**config.mk**
```make
export PLATFORM = sky130hd
export DESIGN_NAME = iso_utc_timestamp_to_epoch_top
export DESIGN_NICKNAME = d
export VERILOG_FILES = /design/src/iso2ep_pkg.sv /design/src/iso_utc_timestamp_to_epoch_top.sv /design/src/iso2ep_calc.sv
export SDC_FILE = /design/constraint.sdc
export NUM_CORES = 1
export LEC_CHECK = 0
export ABC_CLOCK_PERIOD_IN_PS = 15200
export BUFFER_PORTS_ARGS = -buffer_cell sky130_fd_sc_hd__buf_2
export CORE_MARGIN = 2
export CORE_UTILIZATION = 53
export DETAILED_ROUTE_END_ITERATION = 10
export GPL_TIMING_DRIVEN = 0
export MAX_ROUTING_LAYER = met4
export PLACE_DENSITY = 0.76
export SKIP_CTS_REPAIR_TIMING = 1
export SYNTH_ARGS = -nofsm -noshare
export SYNTH_HDL_FRONTEND = slang
export SYNTH_SLANG_ARGS = --single-unit
```
**constraint.sdc**
```tcl
create_clock -name clk -period 15.2 [get_ports clk]
set_input_delay 3.04 -clock clk [delete_from_list [all_inputs] [get_ports clk]]
set_output_delay 3.04 -clock clk [all_outputs]
set_load 0.1 [all_outputs]
```
**src/iso2ep_pkg.sv**
```systemverilog
// Shared types, constants and the month offset table for the timestamp to epoch block.
`default_nettype none

package iso2ep_pkg;

    localparam int ACC_W   = 40;
    localparam int EPOCH_W = 38;
    localparam int YEAR_W  = 14;
    localparam int FLD_W   = 12;
    localparam int CNT_W   = 5;

    // ASCII characters the parser checks against
    localparam logic [7:0] CH_ZERO  = 8'd48;
    localparam logic [7:0] CH_NINE  = 8'd57;
    localparam logic [7:0] CH_DASH  = 8'd45;
    localparam logic [7:0] CH_T     = 8'd84;
    localparam logic [7:0] CH_COLON = 8'd58;

    // Date arithmetic constants
    localparam logic [17:0] ERA_DAYS     = 18'd146097;
    localparam logic [19:0] EPOCH_SHIFT  = 20'd719468;
    localparam logic [16:0] DAY_SECS     = 17'd86400;
    localparam logic [11:0] HOUR_SECS    = 12'd3600;
    localparam logic [5:0]  MIN_SECS     = 6'd60;
    localparam logic [8:0]  YEAR_DAYS    = 9'd365;
    localparam logic [8:0]  ERA_YEARS    = 9'd400;
    localparam logic [13:0] YEAR_MIN     = 14'd1970;
    // floor(y / 400) == (y * 5243) >> 21 for every y below 2**14
    localparam logic [12:0] ERA_RECIP    = 13'd5243;
    localparam int          ERA_RECIP_SH = 21;
    localparam int          ERA_W        = 5;
    localparam int          YOE_W        = 9;

    // Range-checked date and time fields handed to the arithmetic unit
    typedef struct packed {
        logic [YEAR_W-1:0] year;
        logic [3:0]        month;
        logic [4:0]        day;
        logic [4:0]        hour;
        logic [5:0]        minute;
        logic [5:0]        second;
    } date_t;

    // Status of the arithmetic unit
    typedef struct packed {
        logic busy;
        logic done;
    } calc_stat_t;

    // Days from March 1 to the first of the month, March-based year
    function automatic logic [8:0] month_offset(input logic [3:0] month);
        logic [8:0] off;
        unique case (month)
            4'd1:    off = 9'd306;
            4'd2:    off = 9'd337;
            4'd3:    off = 9'd0;
            4'd4:    off = 9'd31;
            4'd5:    off = 9'd61;
            4'd6:    off = 9'd92;
            4'd7:    off = 9'd122;
            4'd8:    off = 9'd153;
            4'd9:    off = 9'd184;
            4'd10:   off = 9'd214;
            4'd11:   off = 9'd245;
            4'd12:   off = 9'd275;
            default: off = 9'd0;
        endcase
        return off;
    endfunction

endpackage

`default_nettype wire

```
**src/iso_utc_timestamp_to_epoch_top.sv**
```systemverilog
// Top level: streaming ISO 8601 UTC timestamp parser with epoch seconds result.
//
// Input channel: one ASCII character per item on char_byte, last_char marks the
// final character of a string. Items are taken when in_valid is high and
// in_stall is low. Output channel: one item per string on valid_res and
// epoch_seconds, taken when out_valid is high and out_stall is low.
// Every character but the last is taken one per cycle, back to back, unless
// the arithmetic unit is busy. A last character of a string that fails the
// format or range checks gives a result in the next cycle. A string that passes
// runs through an eight-step sequence on one shared multiply-accumulate unit:
// its result is loaded in the DONE step, and no character is taken meanwhile.
// The output register holds a result until it is taken; characters that are
// not last keep flowing while it waits, a last character stalls until it is
// free. Reset clears the parser position, flags, sequencer and out_valid.
`default_nettype none

module iso_utc_timestamp_to_epoch_top (
    input  wire logic                         clk,
    input  wire logic                         rst_n,
    input  wire logic                         in_valid,
    output logic                              in_stall,
    input  wire logic [7:0]                   char_byte,
    input  wire logic                         last_char,
    output logic                              out_valid,
    input  wire logic                         out_stall,
    output logic                              valid_res,
    output logic [iso2ep_pkg::EPOCH_W-1:0]    epoch_seconds
);
    import iso2ep_pkg::*;

    // Character positions within the string
    localparam logic [CNT_W-1:0] POS_Y0  = 5'd0;
    localparam logic [CNT_W-1:0] POS_Y1  = 5'd1;
    localparam logic [CNT_W-1:0] POS_Y2  = 5'd2;
    localparam logic [CNT_W-1:0] POS_Y3  = 5'd3;
    localparam logic [CNT_W-1:0] POS_D1  = 5'd4;
    localparam logic [CNT_W-1:0] POS_MO0 = 5'd5;
    localparam logic [CNT_W-1:0] POS_MO1 = 5'd6;
    localparam logic [CNT_W-1:0] POS_D2  = 5'd7;
    localparam logic [CNT_W-1:0] POS_DA0 = 5'd8;
    localparam logic [CNT_W-1:0] POS_DA1 = 5'd9;
    localparam logic [CNT_W-1:0] POS_T   = 5'd10;
    localparam logic [CNT_W-1:0] POS_H0  = 5'd11;
    localparam logic [CNT_W-1:0] POS_H1  = 5'd12;
    localparam logic [CNT_W-1:0] POS_C1  = 5'd13;
    localparam logic [CNT_W-1:0] POS_MI0 = 5'd14;
    localparam logic [CNT_W-1:0] POS_MI1 = 5'd15;
    localparam logic [CNT_W-1:0] POS_C2  = 5'd16;
    localparam logic [CNT_W-1:0] POS_S0  = 5'd17;
    localparam logic [CNT_W-1:0] POS_S1  = 5'd18;
    localparam logic [CNT_W-1:0] POS_END = 5'd19;
    localparam logic [CNT_W-1:0] POS_SAT = 5'd20;

    logic [CNT_W-1:0]  count_reg, count_next;
    logic              bad_reg, bad_next;
    logic [YEAR_W-1:0] year_reg, year_next;
    logic [FLD_W-1:0]  month_reg, month_next;
    logic [FLD_W-1:0]  day_reg, day_next;
    logic [FLD_W-1:0]  hour_reg, hour_next;
    logic [FLD_W-1:0]  minute_reg, minute_next;
    logic [FLD_W-1:0]  second_reg, second_next;

    logic               out_valid_reg, out_valid_next;
    logic               valid_res_reg;
    logic [EPOCH_W-1:0] epoch_reg;

    logic               in_acc;
    logic               out_acc;
    logic               out_free;
    logic               is_digit;
    logic               below_zero;
    logic [7:0]         dig;
    logic [FLD_W-1:0]   dig_x10;
    logic [FLD_W-1:0]   dig_w;
    logic               fields_ok;
    logic               calc_start;
    logic               early_bad;
    logic               calc_ack;
    date_t              date_w;
    calc_stat_t         calc_stat;
    logic [EPOCH_W-1:0] calc_secs;

    // Handshakes
    assign out_acc  = out_valid_reg && !out_stall;
    assign out_free = !out_valid_reg || !out_stall;
    assign in_stall = calc_stat.busy || (last_char && !out_free);
    assign in_acc   = in_valid && !in_stall;

    // Classify the character
    assign dig        = char_byte - CH_ZERO;
    assign is_digit   = (char_byte >= CH_ZERO) && (char_byte <= CH_NINE);
    assign below_zero = (char_byte < CH_ZERO);
    assign dig_w      = FLD_W'(dig);
    assign dig_x10    = FLD_W'(dig_w * 12'd10);

    // Fold the character into the field its position selects
    always_comb
    begin
        count_next  = count_reg;
        bad_next    = bad_reg;
        year_next   = year_reg;
        month_next  = month_reg;
        day_next    = day_reg;
        hour_next   = hour_reg;
        minute_next = minute_reg;
        second_next = second_reg;
        if (in_acc)
        begin
            unique case (count_reg)
                POS_Y0, POS_Y1, POS_Y2, POS_Y3:
                begin
                    if (!is_digit)
                        bad_next = 1'b1;
                    else
                        year_next = YEAR_W'(year_reg * 14'd10 + YEAR_W'(dig));
                end
                POS_D1, POS_D2:
                    if (char_byte != CH_DASH) bad_next = 1'b1;
                POS_T:
                    if (char_byte != CH_T) bad_next = 1'b1;
                POS_C1, POS_C2:
                    if (char_byte != CH_COLON) bad_next = 1'b1;
                POS_MO0:
                    if (below_zero) bad_next = 1'b1; else month_next = dig_x10;
                POS_MO1:
                    if (below_zero) bad_next = 1'b1; else month_next = month_reg + dig_w;
                POS_DA0:
                    if (below_zero) bad_next = 1'b1; else day_next = dig_x10;
                POS_DA1:
                    if (below_zero) bad_next = 1'b1; else day_next = day_reg + dig_w;
                POS_H0:
                    if (below_zero) bad_next = 1'b1; else hour_next = dig_x10;
                POS_H1:
                    if (below_zero) bad_next = 1'b1; else hour_next = hour_reg + dig_w;
                POS_MI0:
                    if (below_zero) bad_next = 1'b1; else minute_next = dig_x10;
                POS_MI1:
                    if (below_zero) bad_next = 1'b1; else minute_next = minute_reg + dig_w;
                POS_S0:
                    if (below_zero) bad_next = 1'b1; else second_next = dig_x10;
                POS_S1:
                    if (below_zero) bad_next = 1'b1; else second_next = second_reg + dig_w;
                default:
                begin
                end
            endcase
            if (count_reg < POS_SAT)
                count_next = count_reg + 5'd1;
            // Drop all string state after the last character
            if (last_char)
            begin
                count_next  = '0;
                bad_next    = 1'b0;
                year_next   = '0;
                month_next  = '0;
                day_next    = '0;
                hour_next   = '0;
                minute_next = '0;
                second_next = '0;
            end
        end
    end

    always_ff @(posedge clk or negedge rst_n)
    begin
        if (!rst_n)
        begin
            count_reg  <= '0;
            bad_reg    <= 1'b0;
            year_reg   <= '0;
            month_reg  <= '0;
            day_reg    <= '0;
            hour_reg   <= '0;
            minute_reg <= '0;
            second_reg <= '0;
        end
        else
        begin
            count_reg  <= count_next;
            bad_reg    <= bad_next;
            year_reg   <= year_next;
            month_reg  <= month_next;
            day_reg    <= day_next;
            hour_reg   <= hour_next;
            minute_reg <= minute_next;
            second_reg <= second_next;
        end
    end

    // Format and range checks on the finished string
    assign fields_ok = (count_reg >= POS_END) && !bad_reg &&
                       (year_reg >= YEAR_MIN) &&
                       (month_reg >= 12'd1) && (month_reg <= 12'd12) &&
                       (day_reg >= 12'd1) && (day_reg <= 12'd31) &&
                       (hour_reg <= 12'd23) && (minute_reg <= 12'd59) &&
                       (second_reg <= 12'd59);

    assign calc_start = in_acc && last_char && fields_ok;
    assign early_bad  = in_acc && last_char && !fields_ok;
    assign calc_ack   = calc_stat.done && out_free;

    assign date_w.year   = year_reg;
    assign date_w.month  = month_reg[3:0];
    assign date_w.day    = day_reg[4:0];
    assign date_w.hour   = hour_reg[4:0];
    assign date_w.minute = minute_reg[5:0];
    assign date_w.second = second_reg[5:0];

    iso2ep_calc u_calc (
        .clk   (clk),
        .rst_n (rst_n),
        .start (calc_start),
        .date  (date_w),
        .ack   (calc_ack),
        .stat  (calc_stat),
        .secs  (calc_secs)
    );

    // Output register: load a rejected string at once, or the finished sum
    always_comb
    begin
        out_valid_next = out_valid_reg;
        if (out_acc)
            out_valid_next = 1'b0;
        if (early_bad || calc_ack)
            out_valid_next = 1'b1;
    end

    always_ff @(posedge clk or negedge rst_n)
    begin
        if (!rst_n)
            out_valid_reg <= 1'b0;
        else
            out_valid_reg <= out_valid_next;
    end

    always_ff @(posedge clk)
    begin
        if (early_bad)
        begin
            valid_res_reg <= 1'b0;
            epoch_reg     <= '0;
        end
        else if (calc_ack)
        begin
            valid_res_reg <= 1'b1;
            epoch_reg     <= calc_secs;
        end
    end

    assign out_valid     = out_valid_reg;
    assign valid_res     = valid_res_reg;
    assign epoch_seconds = epoch_reg;

    // A rejected string always reports zero seconds
    a_bad_zero: assert property (@(posedge clk) disable iff (!rst_n)
        out_valid && !valid_res |-> epoch_seconds == '0)
        else $error("rejected item carries nonzero seconds");

    // No character is taken while the arithmetic unit is working
    a_busy_stall: assert property (@(posedge clk) disable iff (!rst_n)
        calc_stat.busy |-> in_stall)
        else $error("input taken while arithmetic unit busy");

    // The parser restarts at position zero after a last character
    a_restart: assert property (@(posedge clk) disable iff (!rst_n)
        in_acc && last_char |=> count_reg == '0 && !bad_reg)
        else $error("parser state not cleared after last item");

    // Passing strings stay below year 10000
    a_range: assert property (@(posedge clk) disable iff (!rst_n)
        out_valid && valid_res |-> epoch_seconds < 38'd253402300800)
        else $error("epoch seconds out of range");

    // A finished sum never overwrites a result still waiting
    a_no_overwrite: assert property (@(posedge clk) disable iff (!rst_n)
        out_valid && out_stall |=> $stable(epoch_seconds) && $stable(valid_res))
        else $error("waiting result overwritten");

endmodule

`default_nettype wire

```
**src/iso2ep_calc.sv**
```systemverilog
// Sequenced multiply-accumulate unit that turns a checked date and time into epoch seconds.
`default_nettype none

module iso2ep_calc (
    input  wire logic                         clk,
    input  wire logic                         rst_n,
    input  wire logic                         start,
    input  wire iso2ep_pkg::date_t            date,
    input  wire logic                         ack,
    output iso2ep_pkg::calc_stat_t            stat,
    output logic [iso2ep_pkg::EPOCH_W-1:0]    secs
);
    import iso2ep_pkg::*;

    localparam logic [3:0] ST_IDLE = 4'd0;
    localparam logic [3:0] ST_ERA  = 4'd1;
    localparam logic [3:0] ST_YOE  = 4'd2;
    localparam logic [3:0] ST_DAYS = 4'd3;
    localparam logic [3:0] ST_YEAR = 4'd4;
    localparam logic [3:0] ST_SEC  = 4'd5;
    localparam logic [3:0] ST_HOUR = 4'd6;
    localparam logic [3:0] ST_MIN  = 4'd7;
    localparam logic [3:0] ST_DONE = 4'd8;

    logic [3:0]       step_reg, step_next;
    date_t            date_reg;
    logic [ACC_W-1:0] acc_reg, acc_next;
    logic [ERA_W-1:0] era_reg;
    logic [YOE_W-1:0] yoe_reg;

    logic [YEAR_W-1:0] y_w;
    logic [ERA_W-1:0]  era_w;
    logic [YOE_W-1:0]  yoe_w;
    logic [1:0]        cent_w;
    logic [9:0]        doy_w;
    logic [10:0]       pos_sum_w;
    logic [ACC_W-1:0]  base_w;

    logic              mac_en;
    logic              keep;
    logic [22:0]       mul_a;
    logic [17:0]       mul_b;
    logic [ACC_W-1:0]  prod;
    logic [ACC_W-1:0]  add_c;

    // Year shifted to a March start, and its split into era and year of era
    assign y_w   = date_reg.year - YEAR_W'(date_reg.month <= 4'd2);
    assign era_w = acc_reg[ERA_RECIP_SH +: ERA_W];
    assign yoe_w = YOE_W'(y_w - YEAR_W'({9'b0, era_w} * {5'b0, ERA_YEARS}));

    // Leap corrections and day of year, all folded into one addend
    always_comb
    begin
        if (yoe_reg >= 9'd300)
            cent_w = 2'd3;
        else if (yoe_reg >= 9'd200)
            cent_w = 2'd2;
        else if (yoe_reg >= 9'd100)
            cent_w = 2'd1;
        else
            cent_w = 2'd0;
    end

    assign doy_w     = 10'(month_offset(date_reg.month)) + 10'(date_reg.day) - 10'd1;
    assign pos_sum_w = 11'(yoe_reg[YOE_W-1:2]) + 11'(doy_w);
    assign base_w    = ACC_W'(pos_sum_w) - ACC_W'(cent_w) - ACC_W'(EPOCH_SHIFT);

    // Select the operands of the shared multiplier for each step that uses it
    always_comb
    begin
        mac_en = 1'b0;
        keep   = 1'b0;
        mul_a  = '0;
        mul_b  = '0;
        add_c  = '0;
        unique case (step_reg)
            ST_ERA:
            begin
                mac_en = 1'b1;
                mul_a  = 23'(y_w);
                mul_b  = 18'(ERA_RECIP);
            end
            ST_DAYS:
            begin
                mac_en = 1'b1;
                mul_a  = 23'(era_reg);
                mul_b  = ERA_DAYS;
                add_c  = base_w;
            end
            ST_YEAR:
            begin
                mac_en = 1'b1;
                keep   = 1'b1;
                mul_a  = 23'(yoe_reg);
                mul_b  = 18'(YEAR_DAYS);
            end
            ST_SEC:
            begin
                mac_en = 1'b1;
                mul_a  = acc_reg[22:0];
                mul_b  = 18'(DAY_SECS);
                add_c  = ACC_W'(date_reg.second);
            end
            ST_HOUR:
            begin
                mac_en = 1'b1;
                keep   = 1'b1;
                mul_a  = 23'(date_reg.hour);
                mul_b  = 18'(HOUR_SECS);
            end
            ST_MIN:
            begin
                mac_en = 1'b1;
                keep   = 1'b1;
                mul_a  = 23'(date_reg.minute);
                mul_b  = 18'(MIN_SECS);
            end
            default:
            begin
                mac_en = 1'b0;
            end
        endcase
    end

    assign prod     = {17'b0, mul_a} * {22'b0, mul_b};
    assign acc_next = (keep ? acc_reg : '0) + prod + add_c;

    // Advance the sequencer
    always_comb
    begin
        step_next = step_reg;
        unique case (step_reg)
            ST_IDLE: if (start) step_next = ST_ERA;
            ST_ERA:  step_next = ST_YOE;
            ST_YOE:  step_next = ST_DAYS;
            ST_DAYS: step_next = ST_YEAR;
            ST_YEAR: step_next = ST_SEC;
            ST_SEC:  step_next = ST_HOUR;
            ST_HOUR: step_next = ST_MIN;
            ST_MIN:  step_next = ST_DONE;
            ST_DONE: if (ack) step_next = ST_IDLE;
            default: step_next = ST_IDLE;
        endcase
    end

    always_ff @(posedge clk or negedge rst_n)
    begin
        if (!rst_n)
            step_reg <= ST_IDLE;
        else
            step_reg <= step_next;
    end

    // Hold operands and the accumulator
    always_ff @(posedge clk)
    begin
        if (step_reg == ST_IDLE && start)
            date_reg <= date;
        if (step_reg == ST_YOE)
        begin
            era_reg <= era_w;
            yoe_reg <= yoe_w;
        end
        if (mac_en)
            acc_reg <= acc_next;
    end

    assign stat.busy = (step_reg != ST_IDLE);
    assign stat.done = (step_reg == ST_DONE);
    assign secs      = acc_reg[EPOCH_W-1:0];

endmodule

`default_nettype wire
```
Yosys cells after proc, flatten, opt, wreduce, memory -nomap -nowiden
Memories as Yosys holds them, arrays and structs flattened. A register that Yosys moved wholly into a read port is not among the register bits.
Cells that the tools add are included.
{ "word_totals": {"register_bits": 218, "mem_bits_ro": 144, "input_bits": 13, "n_memories": 1} }
{ "op_classes": {"addsub": 17, "mul": 4, "magnitude_cmp": 17, "n_eq_ne": 46, "mux": 43, "reduce_logical": 55} }
{ "mem_list": {"columns": ["name", "words", "width", "rd", "rd_ports_with_merged_regs", "write_ports", "line_no", "source"], "rows": [
  ["(no name shown)", 16, 9, 1, 1, 0, "iso2ep_pkg.sv:53", "unique case (month)"]
]} }
{ "op_table": {"columns": ["cell", "count"], "rows": [
  ["$pmux W23 S6", 1],
  ["$mux W12", 11],
  ["$pmux W12 S2", 5],
  ["$pmux W18 S6", 1],
  ["$add A40 B40 Y40", 2],
  ["$pmux W40 S2", 1],
  ["$add A12 B8 Y12", 5],
  ["$mux W14", 3],
  ["$ne A3 B3 Y1 const B", 14],
  ["$eq A5 B4 Y1 const B", 8],
  ["$mul A23 B18 Y40", 1],
  ["$mux W40", 1],
  ["$sub A40 B20 Y40 const B", 1],
  ["$pmux W4 S9", 1],
  ["$ge A12 B1 Y1 const B", 2],
  ["$le A12 B5 Y1 const B", 2],
  ["$le A12 B6 Y1 const B", 2],
  ["$eq A5 B3 Y1 const B", 4],
  ["$reduce_and A4 Y1", 5],
  ["$logic_and A1 B1 Y1", 18],
  ["$eq A4 B3 Y1 const B", 4],
  ["$ne A8 B6 Y1 const B", 2],
  ["$eq A5 B5 Y1 const B", 3],
  ["$reduce_bool A3 Y1", 5],
  ["52 further kinds", 80]
]} }

Depth between registers and ports, before layout
{ "depth": {"ltp_word": 14, "depth_mapped": 36, "depth_no_buf": 35} }

Hierarchy
Synthesis repeated with hierarchy kept, for this count alone.
{ "hier_totals": {"hier_cells": 2937, "area_unflattened_um2": 27607.7} }
{ "modules_own_cells": {"columns": ["mod", "instances", "cells_each", "area_each_um2", "seq_area_each_um2"], "rows": [
  ["iso2ep_calc", 1, 1923, 19045.8, 3042.9],
  ["iso_utc_timestamp_to_epoch_top", 1, 1014, 8562.0, 2807.7]
]} }

Worst setup path after synthesis
Ideal clock, no wire load.
{ "synth_path": {"kind": "register to register", "startpoint": "reg u_calc.step_reg[2]", "endpoint": "reg u_calc.acc_reg[29], data pin", "setup_ns": 0.180, "arrival_ns": 8.271, "slack_ns": 6.749, "stages_incl_launch_ff": 35, "n_path_buf": 2, "period_less_slack_ns": 8.451, "path_cell_list": "dfrtp_1 > clkbuf_1 > nor2_2 > nand3_2 > clkinv_1 > nand2_1 > inv_1 > a21oi_1 > nand3_1 > or2_2 > clkbuf_1 > and2_1 > fa_1 > fa_1 > inv_1 > fa_1 > inv_1 > fa_1 > inv_1 > fa_1 > inv_1 > fa_1 > inv_1 > fa_1 > inv_1 > ha_1 > a21oi_1 > o21ai_0 > o31ai_2 > a21oi_2 > o21a_1 > o21a_1 > o21ai_2 > or4b_1 > o311ai_1"} }
{ "synth_between": {"elab_chain_len": 6, "word_cells_on_any_way": 15} }
{ "synth_rtl": {"columns": ["item", "line_no", "source"], "rows": [
  ["start, declared", "iso2ep_calc.sv:25", "logic [3:0] step_reg, step_next;"],
  ["start signal, assigned", "iso2ep_calc.sv:151", "step_reg <= step_next;"],
  ["branches (longest 5 deep; another with $mul A23 B18 Y40)", null, null],
  ["$add A40 B40 Y40 *", "iso2ep_calc.sv:126", "assign acc_next = (keep ? acc_reg : '0) + prod + add_c;"],
  ["via u_calc.acc_next[29]", "iso2ep_calc.sv:27", "logic [ACC_W-1:0] acc_reg, acc_next;"],
  ["end signal, assigned", "iso2ep_calc.sv:165", "acc_reg <= acc_next;"],
  ["end, declared", "iso2ep_calc.sv:27", null]
]} }
Mark *: on every way through the listed nets, which the timed path passes.
A chain may end at the register's enable or synchronous reset.

Worst setup path after layout
{ "layout_path": {"startpoint": "reg u_calc.step_reg[2]", "endpoint": "reg u_calc.acc_reg[36], data pin"} }
The elaborated chain is that of the path after synthesis.

==> run_results.csv <==
group,metric,value,unit
finish,fin_area,0.0299,mm^2
critical_path,path_delay_family,"adder cells",
sta,fmax,90.6,MHz
detailed_routing,dr.max_layer_used,"met4",
min_path,hold_path.class,"flip-flop to flip-flop",
critical_path,path_class,"flip-flop to flip-flop",
sta,slew_headroom,11.7,%
synth,synth-edff-count,92,
placement,placed_cells,3775,
cts,cts-buffers-inserted,28,
critical_path,crit_path_end_kind,"flip-flop",
grt,grt_usage,27.0,%
cts,cts_tree,"built",
synth,synth_common_cells,"inv_1 (639), fa_1 (391), nand2_1 (287)",
cts,cts_root_buf,"clkbuf_16",
sta,worst_pin_slew,1320,ps
detailed_routing,ant_nets,0,
finish,post-route-util,59.3,%
synth,netlist_area,0.0271,mm^2
sta,setup_slack,4160,ps
critical_path,crit_arrival,11350,ps
placement,dp_hpwl,54.7,mm
finish,num-nets-final,3794,
synth,yosys.area.top_type_share,28.8,%
grt,grt-ovfl-total,0,
finish,fin_cells,3827,
die,core_area,0.0504,mm^2
cts,cts_sinks,225,
synth,netlist_instances,2902,
die,io_pins,54,
synth,yosysTopAreaCell,"fa_1",
detailed_routing,drtPass1Iterations,5,
finish,area.growth.synth_to_final,10.2,%
sta,maxSlewViolCount,0,
job,cap_violations,0,
grt,grt_max_degree,65,
cts,cts_max_path_buffers,3,
critical_path,crit_path_top_delay_cell,"o31ai_2",
pwr,ir_drop,202,uV
die,die_h,230,um
placement,place_ws,4530,ps
cts,h-tree-depth,1,
finish,drive_gt1_share,4.53,%
critical_path,slowest_delay,690,ps
die,num_rows,82,
critical_path,rrSetupSlack,4160,ps
finish,antennaDiodeCount,0,
critical_path,critPathMaxFanout,17,
sta,rsz0062_at_grt,"no",
synth,synthFlopType,"edfxtp_1",
sta,hold_ws,450,ps
placement,numPortBuffers,53,
critical_path,critPathRequiredTime,15510,ps
synth,syn_area_per_cell,9.35,um^2
detailed_routing,wl_per_cell,17.7,um
die,die_w,230,um
outcome,status,"finished, final reports clean",
synth,ys_ff_latch,225,
sta,timing.final.hold_violations,0,
detailed_routing,drc,0,
synth,synth_most_common_cell,"inv_1",
pwr,p_per_area,121,mW/mm^2
critical_path,crit_top_cell,"fa_1",
detailed_routing,num_vias,20438,
sta,period_share,72.6,%
detailed_routing,met1_length,29.5,mm
synth,synth_warnings,0,
grt,grt_pass1_vias,20345,
critical_path,cp-start-kind,"flip-flop",
sta,fin_crit,11040,ps
detailed_routing,vias_per_cell,5.34,
pwr,p_leak,15.3,nW
sta,tns,0,ps
synth,ys_types,79,
pwr,design_power_total,3.62,mW
synth,seq_area_frac_synth,21.6,%
die,die-area,0.0530,mm^2
die,initial_core_util,53.9,%
detailed_routing,wirelength,67.7,mm
sta,setup_viol,0,
detailed_routing,route.met2.wl,31.6,mm
cts,insertion_delay,590,ps
placement,dpl-instance-area,0.0289,mm^2
sta,skew,28.6,ps
grt,grt_pass1_wl,109,mm
critical_path,critPathBufInv,7,
synth,synthTopCellsByArea,"fa_1 (29%), ha_1 (12%), edfxtp_1 (10%), inv_1 (8.8%), dfrtp_1 (7.8%)",
cts,clk_pin_slew,60,ps
placement,gp_congestion,1.01,
grt,antenna_found_initial,1,
synth,ys_async_sr_fraction,37.8,%
finish,largest_register_ffs,40,
detailed_routing,drt_iter0_drc,1405,
detailed_routing,wl_met3,4.64,mm
-- layout by cell type, fill, tap and decap left out, drive strengths merged, types with 22 or more instances in the layout --
cell,netlist,final
a21o,40,40
xnor2,106,106
nand3,24,24
nand2,287,287
edfxtp,92,92
dfxtp,48,48
nor2,131,131
and2,58,58
nand2b,40,40
nor2b,22,22
inv,639,646
a21oi,182,182
buf,6,63
nor3,29,29
ha,257,257
o21bai,29,29
fa,391,391
clkbuf,60,91
xor2,30,30
dfrtp,85,85
o21ai,113,113
conb,2,146
-- worst paths after layout --
path                                     from                  to  cells past startpoint
setup / recovery           u_calc.step_reg[2]  u_calc.acc_reg[36]                     31
hold / removal              epoch_seconds[19]   epoch_seconds[19]                      2
setup reg to reg           u_calc.step_reg[2]  u_calc.acc_reg[36]                     31
hold reg to reg             epoch_seconds[19]   epoch_seconds[19]                      2
max in group asynchronous               rst_n         hour_reg[4]                      2
min in group asynchronous               rst_n         year_reg[6]                      1
-- worst reg2reg max path: cells and delay by family (launching register included) --
family / cells / cell delay (ps)
AOI/OAI and AO/OA: 6 / 2580
adders and majority gates: 8 / 3970
xor gates and xnor gates: 1 / 140
DFF: 1 / 320
and+or+nand+nor: 9 / 2360
buffers and inverters: 7 / 1430
-- per-layer routing --
| layer | track usage [%] | up-vias |
|---|---|---|
| met5 | - | - |
| met4 | 6.63 | 0 |
| met3 | 2.96 | 114 |
| met2 | 42.9 | 681 |
| met1 | 37.4 | 10071 |
| li1 | - | 9572 |
-- logic make-up (layout without fill, tap and decap cells) --
group | after synthesis | count (layout) | synth area share (%)
AOI/OAI and AO/OA | 491 | 491 | 11.1
xor gates and xnor gates | 137 | 137 | 4.47
adders and majority gates | 648 | 648 | 40.7
buffers and inverters | 706 | 815 | 9.78
DFF | 225 | 225 | 21.6
muxes | 12 | 12 | 0.489
other | 2 | 146 | 0.0277
and+or+nand+nor | 681 | 681 | 11.8
-- cell type report --
cell class / instances / area (um^2)
inverter: 640 / 2400
buffer: 66 / 254
clock buffer: 31 / 732
fill: 4298 / 20500
sequential: 225 / 5850
tap: 672 / 841
clock inverter: 21 / 260
timing repair buffer: 57 / 354
multi-input combinational: 2115 / 19200
-- power breakdown --
group	switching, mW	total (mW)	internal (mW)	leakage, nW
logic	1.27	2.15	0.878	12.4
registers	0.00965	0.739	0.730	2.40
clock network	0.306	0.728	0.423	0.482
total	1.59	3.62	2.03	15.3
Power figures use the tool's default switching activity.
